## config.mk

```make
export PLATFORM = sky130hd
export DESIGN_NAME = tcw_ctrl_flat
export DESIGN_NICKNAME = d
export VERILOG_FILES = /design/src/rtl/tcw_pkg.sv /design/src/rtl/tcw_req_if.sv /design/src/rtl/tcw_ctrl.sv /design/src/flat_wrapper.sv
export SDC_FILE = /design/constraint.sdc
export NUM_CORES = 1
export LEC_CHECK = 0
export ABC_AREA = 1
export BUFFER_PORTS_ARGS = -buffer_cell sky130_fd_sc_hd__buf_2
export CAP_MARGIN = 20
export CORE_UTILIZATION = 30
export DETAILED_ROUTE_END_ITERATION = 6
export GPL_TIMING_DRIVEN = 0
export MAX_ROUTING_LAYER = met4
export PLACE_DENSITY_LB_ADDON = 0.05
export SLEW_MARGIN = 20
export SYNTH_ARGS = -nofsm -noshare
export SYNTH_HDL_FRONTEND = slang
export SYNTH_SLANG_ARGS = --single-unit
```

## constraint.sdc

```tcl
create_clock -name clk -period 12.89 [get_ports clk]
set_input_delay 1.289 -clock clk [delete_from_list [all_inputs] [get_ports clk]]
set_output_delay 1.289 -clock clk [all_outputs]
set_load 0.02 [all_outputs]
```

## src/rtl/tcw_pkg.sv

```systemverilog
// Package for the text console writer: screen geometry, codes, shared types
// and cell address helpers. No dependencies.
package tcw_pkg;

  localparam int SCREEN_COLUMNS = 80;
  localparam int SCREEN_ROWS    = 25;
  localparam int CELL_DEPTH     = SCREEN_COLUMNS * SCREEN_ROWS;
  localparam int ADDR_W         = $clog2(CELL_DEPTH);
  localparam int CELL_W         = 16;

  localparam int REQ_W      = 2;
  localparam int BYTE_W     = 8;
  localparam int POS_X_W    = 8;
  localparam int POS_Y_W    = 6;
  localparam int COL_W      = 7;
  localparam int ROW_W      = 5;
  localparam int LIN_W      = 11;
  localparam int LIN_FULL_W = 12;
  localparam int CFG_IDX_W  = 3;
  localparam int CFG_DATA_W = 7;

  localparam logic [BYTE_W-1:0] NEWLINE_CODE    = 8'h0a;
  localparam logic [BYTE_W-1:0] SPACE_CODE      = 8'h20;
  localparam logic [COL_W-1:0]  LAST_SCREEN_COL = COL_W'(SCREEN_COLUMNS - 1);
  localparam logic [ROW_W-1:0]  LAST_SCREEN_ROW = ROW_W'(SCREEN_ROWS - 1);

  typedef enum logic [REQ_W-1:0] {
    REQ_PUT    = 2'd0,
    REQ_SETPOS = 2'd1,
    REQ_CLEAR  = 2'd2,
    REQ_READ   = 2'd3
  } req_t;

  typedef enum logic [CFG_IDX_W-1:0] {
    CFG_FIRST_COL = 3'd0,
    CFG_LAST_COL  = 3'd1,
    CFG_FIRST_ROW = 3'd2,
    CFG_LAST_ROW  = 3'd3,
    CFG_HW_CURSOR = 3'd4
  } cfg_idx_t;

  typedef enum logic [2:0] {
    ST_IDLE,
    ST_EXEC,
    ST_RDATA,
    ST_SCROLL,
    ST_FILL,
    ST_FINISH
  } state_t;

  typedef struct packed {
    logic [COL_W-1:0] first_col;
    logic [COL_W-1:0] last_col;
    logic [ROW_W-1:0] first_row;
    logic [ROW_W-1:0] last_row;
    logic             hw_cursor_en;
  } cfg_t;

  localparam cfg_t CFG_RESET = '{
    first_col:    '0,
    last_col:     LAST_SCREEN_COL,
    first_row:    '0,
    last_row:     LAST_SCREEN_ROW,
    hw_cursor_en: 1'b1
  };

  typedef struct packed {
    logic [COL_W-1:0]  cursor_x;
    logic [ROW_W-1:0]  cursor_y;
    logic [LIN_W-1:0]  cursor_linear;
    logic              scrolled;
    logic              pos_rejected;
    logic [BYTE_W-1:0] read_char;
    logic [BYTE_W-1:0] read_attr;
  } res_t;

  function automatic logic [LIN_FULL_W-1:0] screen_pos(input logic [COL_W-1:0] col,
                                                       input logic [ROW_W-1:0] row);
    return LIN_FULL_W'(row) * LIN_FULL_W'(SCREEN_COLUMNS) + LIN_FULL_W'(col);
  endfunction

  function automatic logic [ADDR_W-1:0] cell_addr(input logic [COL_W-1:0] col,
                                                  input logic [ROW_W-1:0] row);
    logic [LIN_FULL_W-1:0] lin;
    lin = screen_pos(col, row);
    return lin[ADDR_W-1:0];
  endfunction

  function automatic logic [LIN_W-1:0] cursor_lin(input logic [COL_W-1:0] col,
                                                  input logic [ROW_W-1:0] row);
    logic [LIN_FULL_W-1:0] lin;
    lin = screen_pos(col, row);
    return lin[LIN_W-1:0];
  endfunction

endpackage

```

## src/rtl/tcw_req_if.sv

```systemverilog
// Request channel of the text console writer: valid/ready plus request fields.
// Depends on tcw_pkg for field widths.
interface tcw_req_if import tcw_pkg::*; ();
  logic                      valid;
  logic                      ready;
  logic [REQ_W-1:0]          req_type;
  logic [BYTE_W-1:0]         char_code;
  logic [BYTE_W-1:0]         attr;
  logic signed [POS_X_W-1:0] pos_x;
  logic signed [POS_Y_W-1:0] pos_y;

  modport source (output valid, req_type, char_code, attr, pos_x, pos_y, input ready);
  modport sink   (input valid, req_type, char_code, attr, pos_x, pos_y, output ready);
endinterface

```

## src/rtl/tcw_ctrl.sv

```systemverilog
// Request sequencer: cursor, position resolve, put/scroll/clear/read sweeps over
// the cell store. Depends on tcw_pkg and tcw_req_if; drives the cell RAM ports.
module tcw_ctrl import tcw_pkg::*; (
  input  logic              clk,
  input  logic              rst_n,
  input  cfg_t              cfg,
  tcw_req_if.sink           in_ch,
  input  logic              out_free,
  output logic              res_load,
  output res_t              res,
  output logic              ram_we,
  output logic [ADDR_W-1:0] ram_waddr,
  output logic [CELL_W-1:0] ram_wdata,
  output logic [ADDR_W-1:0] ram_raddr,
  input  logic [CELL_W-1:0] ram_rdata
);

  state_t state_r, state_nxt;

  // latched request
  req_t               req_r;
  logic [BYTE_W-1:0]  char_r, attr_r;
  logic [POS_X_W-1:0] px_r;
  logic [POS_Y_W-1:0] py_r;

  logic [COL_W-1:0] cur_col_r, cur_col_nxt;
  logic [ROW_W-1:0] cur_row_r, cur_row_nxt;

  // result held across a sweep
  logic [COL_W-1:0] res_col_r, res_col_nxt;
  logic [ROW_W-1:0] res_row_r, res_row_nxt;
  logic             res_upd_r, res_upd_nxt;
  logic             res_scr_r, res_scr_nxt;
  logic             res_rej_r, res_rej_nxt;

  // sweep walker
  logic [COL_W-1:0]  sw_col_r, sw_col_nxt;
  logic [ROW_W-1:0]  sw_row_r, sw_row_nxt;
  logic [ROW_W-1:0]  sw_row_end_r, sw_row_end_nxt;
  logic              pend_r, pend_nxt;
  logic [ADDR_W-1:0] pend_addr_r, pend_addr_nxt;
  logic              issue_done_r, issue_done_nxt;
  logic [CELL_W-1:0] fill_data_r, fill_data_nxt;

  // window bounds clipped to the screen
  logic [COL_W-1:0] col_hi;
  logic [ROW_W-1:0] row_lim;
  logic [ROW_W-1:0] copy_hi;
  logic             cols_ok, copy_ok, lastfill_ok, clear_ok, home_ok;

  // request evaluation
  logic [9:0]       rx;
  logic [7:0]       ry;
  logic             pos_ok;
  logic [7:0]       pc;
  logic [5:0]       pr;
  logic             put_we, need_scroll;
  logic [COL_W-1:0] exec_col;
  logic [ROW_W-1:0] exec_row;
  logic             exec_upd, exec_scr, exec_rej;

  logic             finish_now;
  logic             sw_last_col, sw_last;
  logic [COL_W-1:0] sel_col;
  logic [ROW_W-1:0] sel_row;
  logic             sel_upd, sel_scr, sel_rej;
  logic [COL_W-1:0] fin_col;
  logic [ROW_W-1:0] fin_row;

  assign in_ch.ready = (state_r == ST_IDLE);

  always_comb begin
    col_hi      = (cfg.last_col > LAST_SCREEN_COL) ? LAST_SCREEN_COL : cfg.last_col;
    row_lim     = (cfg.last_row > LAST_SCREEN_ROW) ? LAST_SCREEN_ROW : cfg.last_row;
    copy_hi     = row_lim - ROW_W'(1);
    cols_ok     = cfg.first_col <= col_hi;
    copy_ok     = cols_ok && (cfg.last_row != '0) && (cfg.first_row <= copy_hi);
    lastfill_ok = cols_ok && (cfg.last_row <= LAST_SCREEN_ROW);
    clear_ok    = cols_ok && (cfg.first_row <= row_lim);
    home_ok     = (cfg.first_col <= cfg.last_col) && (cfg.first_row <= cfg.last_row) &&
                  (cfg.first_col <= LAST_SCREEN_COL) && (cfg.first_row <= LAST_SCREEN_ROW);
  end

  // position resolve: negative coordinates count back from the last column/row
  always_comb begin
    rx = {{2{px_r[POS_X_W-1]}}, px_r};
    if (px_r[POS_X_W-1]) begin
      rx = rx + {3'b000, cfg.last_col};
    end
    ry = {{2{py_r[POS_Y_W-1]}}, py_r};
    if (py_r[POS_Y_W-1]) begin
      ry = ry + {3'b000, cfg.last_row};
    end
    pos_ok = !rx[9] && (rx[8:0] >= {2'b00, cfg.first_col}) &&
             (rx[8:0] <= {2'b00, cfg.last_col}) && (rx[8:0] <= {2'b00, LAST_SCREEN_COL}) &&
             !ry[7] && (ry[6:0] >= {2'b00, cfg.first_row}) &&
             (ry[6:0] <= {2'b00, cfg.last_row}) && (ry[6:0] <= {2'b00, LAST_SCREEN_ROW});
  end

  // put character: write at cursor, advance, wrap, detect scroll; a newline writes nothing and moves to the next row
  always_comb begin
    pc     = {1'b0, cur_col_r};
    pr     = {1'b0, cur_row_r};
    put_we = 1'b0;
    if (char_r == NEWLINE_CODE) begin
      pc = {1'b0, cfg.first_col};
      pr = pr + 6'd1;
    end else begin
      put_we = (cur_col_r <= cfg.last_col) && (cur_row_r <= cfg.last_row) &&
               (cur_col_r <= LAST_SCREEN_COL) && (cur_row_r <= LAST_SCREEN_ROW);
      pc = pc + 8'd1;
      if (pc > {1'b0, cfg.last_col}) begin
        pc = {1'b0, cfg.first_col};
        pr = pr + 6'd1;
      end
    end
    need_scroll = pr > {1'b0, cfg.last_row};
    if (need_scroll) begin
      pr = {1'b0, cfg.last_row};
    end
  end

  always_comb begin
    exec_col = cur_col_r;
    exec_row = cur_row_r;
    exec_upd = 1'b0;
    exec_scr = 1'b0;
    exec_rej = 1'b0;
    case (req_r)
      REQ_PUT: begin
        exec_col = pc[COL_W-1:0];
        exec_row = pr[ROW_W-1:0];
        exec_upd = 1'b1;
        exec_scr = need_scroll;
      end
      REQ_SETPOS: begin
        exec_col = rx[COL_W-1:0];
        exec_row = ry[ROW_W-1:0];
        exec_upd = pos_ok;
        exec_rej = !pos_ok;
      end
      REQ_CLEAR: begin
        exec_col = cfg.first_col;
        exec_row = cfg.first_row;
        exec_upd = home_ok;
        exec_rej = !home_ok;
      end
      REQ_READ: begin
        exec_rej = !pos_ok;
      end
      default: begin
        exec_rej = 1'b0;
      end
    endcase
  end

  // result source: straight from evaluation in EXEC, from held regs in the later states
  always_comb begin
    if (state_r == ST_EXEC) begin
      sel_col = exec_col;
      sel_row = exec_row;
      sel_upd = exec_upd;
      sel_scr = exec_scr;
      sel_rej = exec_rej;
    end else begin
      sel_col = res_col_r;
      sel_row = res_row_r;
      sel_upd = res_upd_r;
      sel_scr = res_scr_r;
      sel_rej = res_rej_r;
    end
    fin_col = sel_upd ? sel_col : cur_col_r;
    fin_row = sel_upd ? sel_row : cur_row_r;

    res.cursor_x      = fin_col;
    res.cursor_y      = fin_row;
    res.cursor_linear = cfg.hw_cursor_en ? cursor_lin(fin_col, fin_row) : '0;
    res.scrolled      = sel_scr;
    res.pos_rejected  = sel_rej;
    res.read_char     = (state_r == ST_RDATA) ? ram_rdata[BYTE_W-1:0] : '0;
    res.read_attr     = (state_r == ST_RDATA) ? ram_rdata[CELL_W-1:BYTE_W] : '0;
  end

  assign sw_last_col = (sw_col_r == col_hi);
  assign sw_last     = sw_last_col && (sw_row_r == sw_row_end_r);

  always_comb begin
    state_nxt      = state_r;
    cur_col_nxt    = cur_col_r;
    cur_row_nxt    = cur_row_r;
    res_col_nxt    = res_col_r;
    res_row_nxt    = res_row_r;
    res_upd_nxt    = res_upd_r;
    res_scr_nxt    = res_scr_r;
    res_rej_nxt    = res_rej_r;
    sw_col_nxt     = sw_col_r;
    sw_row_nxt     = sw_row_r;
    sw_row_end_nxt = sw_row_end_r;
    pend_nxt       = pend_r;
    pend_addr_nxt  = pend_addr_r;
    issue_done_nxt = issue_done_r;
    fill_data_nxt  = fill_data_r;
    finish_now     = 1'b0;
    res_load       = 1'b0;
    ram_we         = 1'b0;
    ram_waddr      = cell_addr(cur_col_r, cur_row_r);
    ram_wdata      = {attr_r, char_r};
    ram_raddr      = cell_addr(rx[COL_W-1:0], ry[ROW_W-1:0]);

    case (state_r)
      ST_IDLE: begin
        if (in_ch.valid) begin
          state_nxt = ST_EXEC;
        end
      end
      ST_EXEC: begin
        res_col_nxt = exec_col;
        res_row_nxt = exec_row;
        res_upd_nxt = exec_upd;
        res_scr_nxt = exec_scr;
        res_rej_nxt = exec_rej;
        case (req_r)
          REQ_PUT: begin
            ram_we = put_we;
            if (need_scroll) begin
              fill_data_nxt = {attr_r, SPACE_CODE};
              sw_col_nxt    = cfg.first_col;
              if (copy_ok) begin
                sw_row_nxt     = cfg.first_row;
                sw_row_end_nxt = copy_hi;
                pend_nxt       = 1'b0;
                issue_done_nxt = 1'b0;
                state_nxt      = ST_SCROLL;
              end else if (lastfill_ok) begin
                sw_row_nxt     = cfg.last_row;
                sw_row_end_nxt = cfg.last_row;
                state_nxt      = ST_FILL;
              end else begin
                state_nxt = ST_FINISH;
              end
            end else begin
              finish_now = 1'b1;
            end
          end
          REQ_CLEAR: begin
            if (clear_ok) begin
              fill_data_nxt  = {attr_r, char_r};
              sw_col_nxt     = cfg.first_col;
              sw_row_nxt     = cfg.first_row;
              sw_row_end_nxt = row_lim;
              state_nxt      = ST_FILL;
            end else begin
              finish_now = 1'b1;
            end
          end
          REQ_READ: begin
            if (pos_ok) begin
              state_nxt = ST_RDATA;
            end else begin
              finish_now = 1'b1;
            end
          end
          default: begin
            finish_now = 1'b1;
          end
        endcase
        if (finish_now && out_free) begin
          res_load  = 1'b1;
          state_nxt = ST_IDLE;
        end
      end
      ST_RDATA: begin
        // read address still driven from the held request, so data stays put
        if (out_free) begin
          res_load  = 1'b1;
          state_nxt = ST_IDLE;
        end
      end
      ST_SCROLL: begin
        // read row below, write it in the following cycle into the row above
        ram_we    = pend_r;
        ram_waddr = pend_addr_r;
        ram_wdata = ram_rdata;
        ram_raddr = cell_addr(sw_col_r, sw_row_r + ROW_W'(1));
        if (!issue_done_r) begin
          pend_nxt      = 1'b1;
          pend_addr_nxt = cell_addr(sw_col_r, sw_row_r);
          if (sw_last_col) begin
            sw_col_nxt = cfg.first_col;
            if (sw_row_r == sw_row_end_r) begin
              issue_done_nxt = 1'b1;
            end else begin
              sw_row_nxt = sw_row_r + ROW_W'(1);
            end
          end else begin
            sw_col_nxt = sw_col_r + COL_W'(1);
          end
        end else begin
          pend_nxt = 1'b0;
          if (lastfill_ok) begin
            sw_col_nxt     = cfg.first_col;
            sw_row_nxt     = cfg.last_row;
            sw_row_end_nxt = cfg.last_row;
            state_nxt      = ST_FILL;
          end else begin
            state_nxt = ST_FINISH;
          end
        end
      end
      ST_FILL: begin
        ram_we    = 1'b1;
        ram_waddr = cell_addr(sw_col_r, sw_row_r);
        ram_wdata = fill_data_r;
        if (sw_last) begin
          state_nxt = ST_FINISH;
        end else if (sw_last_col) begin
          sw_col_nxt = cfg.first_col;
          sw_row_nxt = sw_row_r + ROW_W'(1);
        end else begin
          sw_col_nxt = sw_col_r + COL_W'(1);
        end
      end
      ST_FINISH: begin
        if (out_free) begin
          res_load  = 1'b1;
          state_nxt = ST_IDLE;
        end
      end
      default: begin
        state_nxt = ST_IDLE;
      end
    endcase

    if (res_load && sel_upd) begin
      cur_col_nxt = sel_col;
      cur_row_nxt = sel_row;
    end
  end

  always_ff @(posedge clk) begin
    if (!rst_n) begin
      state_r      <= ST_IDLE;
      cur_col_r    <= '0;
      cur_row_r    <= '0;
      pend_r       <= 1'b0;
      issue_done_r <= 1'b0;
    end else begin
      state_r      <= state_nxt;
      cur_col_r    <= cur_col_nxt;
      cur_row_r    <= cur_row_nxt;
      pend_r       <= pend_nxt;
      issue_done_r <= issue_done_nxt;
    end
  end

  always_ff @(posedge clk) begin
    if (in_ch.valid && in_ch.ready) begin
      req_r  <= req_t'(in_ch.req_type);
      char_r <= in_ch.char_code;
      attr_r <= in_ch.attr;
      px_r   <= in_ch.pos_x;
      py_r   <= in_ch.pos_y;
    end
    res_col_r    <= res_col_nxt;
    res_row_r    <= res_row_nxt;
    res_upd_r    <= res_upd_nxt;
    res_scr_r    <= res_scr_nxt;
    res_rej_r    <= res_rej_nxt;
    sw_col_r     <= sw_col_nxt;
    sw_row_r     <= sw_row_nxt;
    sw_row_end_r <= sw_row_end_nxt;
    pend_addr_r  <= pend_addr_nxt;
    fill_data_r  <= fill_data_nxt;
  end

endmodule

```

## src/flat_wrapper.sv

```systemverilog
// flat-port wrapper written by rule: the top's interface ports become plain ports
module tcw_ctrl_flat import tcw_pkg::*;
  (clk, rst_n, cfg, out_free, res_load, res, ram_we, ram_waddr, ram_wdata, ram_raddr, ram_rdata, in_ch_valid, in_ch_req_type, in_ch_char_code, in_ch_attr, in_ch_pos_x, in_ch_pos_y, in_ch_ready);
  tcw_req_if in_ch_i ();
  input  logic clk;
  input  logic rst_n;
  input  cfg_t cfg;
  input  logic out_free;
  output logic res_load;
  output res_t res;
  output logic ram_we;
  output logic [ADDR_W-1:0] ram_waddr;
  output logic [CELL_W-1:0] ram_wdata;
  output logic [ADDR_W-1:0] ram_raddr;
  input  logic [CELL_W-1:0] ram_rdata;
  input wire logic [$bits(in_ch_i.valid)-1:0] in_ch_valid;
  input wire logic [$bits(in_ch_i.req_type)-1:0] in_ch_req_type;
  input wire logic [$bits(in_ch_i.char_code)-1:0] in_ch_char_code;
  input wire logic [$bits(in_ch_i.attr)-1:0] in_ch_attr;
  input wire logic [$bits(in_ch_i.pos_x)-1:0] in_ch_pos_x;
  input wire logic [$bits(in_ch_i.pos_y)-1:0] in_ch_pos_y;
  output wire logic [$bits(in_ch_i.ready)-1:0] in_ch_ready;
  assign in_ch_i.valid = in_ch_valid;
  assign in_ch_i.req_type = in_ch_req_type;
  assign in_ch_i.char_code = in_ch_char_code;
  assign in_ch_i.attr = in_ch_attr;
  assign in_ch_i.pos_x = in_ch_pos_x;
  assign in_ch_i.pos_y = in_ch_pos_y;
  assign in_ch_ready = in_ch_i.ready;
  tcw_ctrl u_core (.clk(clk), .rst_n(rst_n), .cfg(cfg), .in_ch(in_ch_i), .out_free(out_free), .res_load(res_load), .res(res), .ram_we(ram_we), .ram_waddr(ram_waddr), .ram_wdata(ram_wdata), .ram_raddr(ram_raddr), .ram_rdata(ram_rdata));
endmodule
```

# Word-level counts from Yosys, hierarchy flattened
# Index checks and enable logic that the tools add are counted.
[word_totals]
ff_bits = 108
input_bits = 77
output_inout_bits = 82
wordCells = 220
[classes]
addsub = 12
n_mul = 5
magnitude_cmp = 22
eq_ne = 32
muxes = 88
n_bitwise = 1
reduce_logical = 40
[op_table]
columns = ["operator", "n"]
rows = [
  ["$mux W5", 18],
  ["$mux W7", 11],
  ["$pmux W16 S2", 2],
  ["$add A11 B7 Y11", 5],
  ["$pmux W7 S3", 2],
  ["$mul A5 B3 Y7 const B", 5],
  ["$mux W16", 2],
  ["$pmux W5 S2", 3],
  ["$pmux W5 S3", 2],
  ["$mux W3", 9],
  ["$mux W8", 3],
  ["$mux W11", 2],
  ["$pmux W11 S2", 1],
  ["$le A7 B7 Y1", 3],
  ["$logic_and A1 B1 Y1", 21],
  ["$le A5 B5 Y1", 4],
  ["$mux W1", 20],
  ["$ne A2 B1 Y1 const B", 8],
  ["$reduce_and A8 Y1", 2],
  ["$le A5 B5 Y1 const B", 3],
  ["$pmux W3 S5", 1],
  ["$le A7 B7 Y1 const B", 2],
  ["$pmux W7 S2", 1],
  ["$mux W6", 2],
  ["other kinds (47)", 68],
]

# Logic depth before layout (Yosys ltp)
[depth]
word_depth = 17
depth_mapped = 40
mapped_depth_nobuf = 39

# Worst setup path after synthesis
# OpenSTA, ideal clock, no wires.
[synth_timing]
path_kind = "input port to output port"
start = "input port cfg[11] in the netlist's numbering"
end = "output port res[27] in the netlist's numbering"
t_arrival_ns = 6.390
required_time_ns = 11.601
slack_ns = 5.211
path_stages = 29
n_path_buf = 2
cell_sequence = "ha_1 > fa_1 > nand3_1 > nand2_1 > nand2_1 > nand3_1 > o21ai_0 > inv_1 > ha_1 > a21o_1 > nor2_1 > nand2_1 > nand2_1 > nand2_1 > nand3_1 > nor2_1 > nand3_1 > nand2_2 > nand2_1 > nand2_1 > buf_4 > buf_2 > o21ai_0 > ha_1 > ha_1 > fa_1 > inv_1 > o31ai_1 > nor3b_1"
[synth_rtl]
columns = ["element", "line", "rtl"]
rows = [
  ["start: declaration", "flat_wrapper.sv:7", "input cfg_t cfg;"],
  ["end: declaration", "flat_wrapper.sv:10", "output res_t res;"],
]

==> qor.yml <==
run_status: "finished, final reports clean"
synth_edf_count: 76
switching_power_w: 0.001245
postSynth.topFlopCell: "sky130_fd_sc_hd__edfxtp_1"
n_fill_cell: 3672
worst_setup_hold_path_clk_slew_ns: 0.09
drc_errors: 0
route.met2.wl_um: 15860
library_cell_contributing_the_largest_single_delay_on_the_critical_path: "sky130_fd_sc_hd__o21ai_0"
post_route_cells_drive_above_1_share_pct: 14.75
synth.avg_cell_area_um2: 7.468
finalWeightedCongestion: 0.8731
syn-instance-count: 1369
dp.cells: 1978
start_kind: "input pin"
cp_max_fo: 10
antenna_violations_before_repair: 5
cts-root-buf: "sky130_fd_sc_hd__clkbuf_16"
route.layer.met1.wl_um: 16930
wl_um: 34850
nets: 1771
postCtsSetupBuffers: 0
timing.clock.skew_ns: 0.01293
cts_resized: 0
multi_input_comb_area_um2: 6380
critical-path-max-stage-delay_ns: 0.54
via_count: 9586
maxCapViolCount: 0
port_buffers: 158
detail_route.first_pass.iterations: 5
cell_internal_pwr_w: 0.001180
cts_buffer_depth: 2
groute.usage.overall_pct: 20.90
synth.cell_area_um2: 10220
synth_sequential_area_ratio_pct: 28.59
power_leakage_nw: 5.952
core.rowCount: 67
setup-tns-final_ns: 0
post_synth_arst_share_pct: 0
die_area_um2: 34820
drt-vias-per-instance: 4.800
fmax_mhz: 115.0
gr-total-overflow: 0
die_height_um: 186.6
die_boundary_width_um: 186.6
power.density_cell_area_nw_per_um2: 202.9
timing.critical_path.to_type: "primary output"
synth.net_count: 1599
hold_viol_final: 0
finalSetupViolations: 0
pin_count_of_the_biggest_net_entering_global_routing: 25
slew_viol_final: 0
cts_hold_repair.buffers: 0
clock_insertion_delay_worst_skew_ns: 0.39
power.share.combinational_pct: 63.9
min-delay-path-class: "reg2reg"
worst-endpoint-arrival_ns: 7.41
synth-seq-cells: 108
worst_ir_drop_vdd_uv: 165.2
worst-slew-pin-transition_ns: 0.9308
fp.coreArea_um2: 33530
normalized_max_slew_margin_pct: 37.88
cts.htree.levels: 3
finalNonFillerCells: 1997
grt_first_pass_wirelength_um: 53810
power.share.sequential_pct: 23.2
drt.antenna.violating_nets: 0
critical_path.most_common_cell: "sky130_fd_sc_hd__nand2_1"
synth.distinct_cells: 56
min_period_ns: 8.699
top_metal_layer_carrying_routed_signals: "met4"
required_time_worst_endpoint_ns: 11.60
layout_common_cells: "313 x sky130_fd_sc_hd__nand2_1, 198 x sky130_fd_sc_hd__inv_1, 168 x sky130_fd_sc_hd__buf_2"
met3_length_um: 1632
detailed_place_hpwl_um: 28560
clock_power_share_pct: 12.9
layout_commonest_cell: "sky130_fd_sc_hd__nand2_1"
setup.worst_path.class: "in2out"
final-seq-area_um2: 2923
tritoncts: "done"
post_route_clock_period_utilization_pct: 67.48
grt_setup_unrepaired: "false"
design.portCount: 159
numClockSinks: 108
synth.yosys.warnings: 0
wl_per_cell_um: 17.45
first_global_vias: 9327
switching_share_pct: 51.34
area.growth.synth_to_final_pct: 16.93
cts_buffer_count: 9
dr.first_iter.drc_count: 531
starting_utilization_of_the_core_area_pct: 30.49
## metal layers
layer | up-vias | track usage, %
li1 | 4955 | -
met1 | 4386 | 27.56
met2 | 224 | 33.38
met3 | 21 | 3.461
met4 | 0 | 4.729
met5 | - | -
## registers in the layout, summed over array words and instances, names as in the netlist
signal / count
u_core.attr_r: 8
u_core.char_r: 8
u_core.cur_col_r: 7
u_core.cur_row_r: 5
u_core.fill_data_r: 16
u_core.issue_done_r: 1
u_core.pend_addr_r: 11
u_core.pend_r: 1
u_core.px_r: 8
u_core.py_r: 6
u_core.req_r: 2
u_core.res_col_r: 7
u_core.res_rej_r: 1
u_core.res_row_r: 5
u_core.res_scr_r: 1
u_core.res_upd_r: 1
u_core.state_r: 3
u_core.sw_col_r: 7
u_core.sw_row_end_r: 5
u_core.sw_row_r: 5
## worst max-delay path: cells and delay by family
kind,cells,cell delay (ns)
AOI/OAI and AO/OA,4,1.05
xor gates and xnor gates,2,0.55
adders and majority gates,6,2.01
buffers and inverters,5,0.96
and+or+nand+nor,16,1.57
## final timing paths
path	from	to	slack [ns]	depth (start not counted)
max	cfg[11]	res[28]	4.19	33
min	u_core.attr_r[3]$_DFFE_PP_	u_core.fill_data_r[11]$_DFFE_PP_	0.46	0
max reg2reg	u_core.cur_col_r[0]$_SDFFE_PN0P_	u_core.sw_row_end_r[1]$_DFFE_PP_	8.05	25
min reg2reg	u_core.attr_r[3]$_DFFE_PP_	u_core.fill_data_r[11]$_DFFE_PP_	0.46	0
## area by class of cell
type                    count  share of cell area [%]
flip-flops and latches    108                   24.45
clock inverters             6                  0.6803
well taps                 448                   4.689
repair buffers            161                   6.939
plain buffers              34                   1.486
multi-input cells        1023                   53.37
inverters                 204                   6.406
clock buffers              10                   1.915
diodes                      3                 0.06280
## synth_stat cells, drive strengths merged (4+ instances only)
master / instances / area [µm²]
nor2: 119 / 461.7
fa: 12 / 240.2
nand3: 83 / 468.0
edfxtp: 76 / 2282
dfxtp: 32 / 640.6
inv: 202 / 758.2
nand2: 319 / 1232
xor2: 29 / 254.0
nor3: 13 / 65.06
or2: 4 / 25.03
a21o: 6 / 45.04
nand4: 11 / 68.82
o31ai: 4 / 30.03
ha: 141 / 1764
a22oi: 8 / 60.06
xnor2: 15 / 131.4
o221ai: 22 / 192.7
a21oi: 113 / 584.3
clkbuf: 16 / 63.81
buf: 18 / 113.9
o21ai: 81 / 405.4
nor4: 4 / 31.28
o211ai: 12 / 90.09
## kinds of logic after synthesis
family / after synthesis / synth area share (%)
flops: 108 / 28.59
xor+xnor: 44 / 3.769
fa+ha+maj: 153 / 19.61
buf+inv: 238 / 9.228
compound gates: 265 / 15.24
simple gates: 561 / 23.57
## power by group through the flow
| stage | Combinational, W | Sequential [W] | Clock (W) |
|---|---|---|---|
| 3_5_place_dp | 0.00156 | 0.000569 | 0 |
| 4_1_cts | 0.00157 | 0.000562 | 0.000325 |
| 2_1_floorplan | 0.00110 | 0.000544 | 0 |
| 3_3_place_gp | 0.00154 | 0.000573 | 0 |
| 5_1_grt | 0.00175 | 0.000574 | 0.000332 |
| 6_report | 0.00155 | 0.000562 | 0.000314 |
## per-stage QoR
stage               area (µm²)  setup WS (ns)  util [%]  power (W)  hold WS, ns
floorplan                10220          5.211         -   0.001641       0.4224
finish                   11950          4.191     35.65   0.002425       0.4567
global placement         11570          4.181     34.52   0.002116       0.4303
detailed placement       11640          4.203     34.70   0.002131       0.4331
global route             11950          3.784     35.65   0.002661       0.4656
CTS                      11950          4.176     35.63   0.002456       0.4538
No activity file was read; power rests on OpenSTA's default activity.
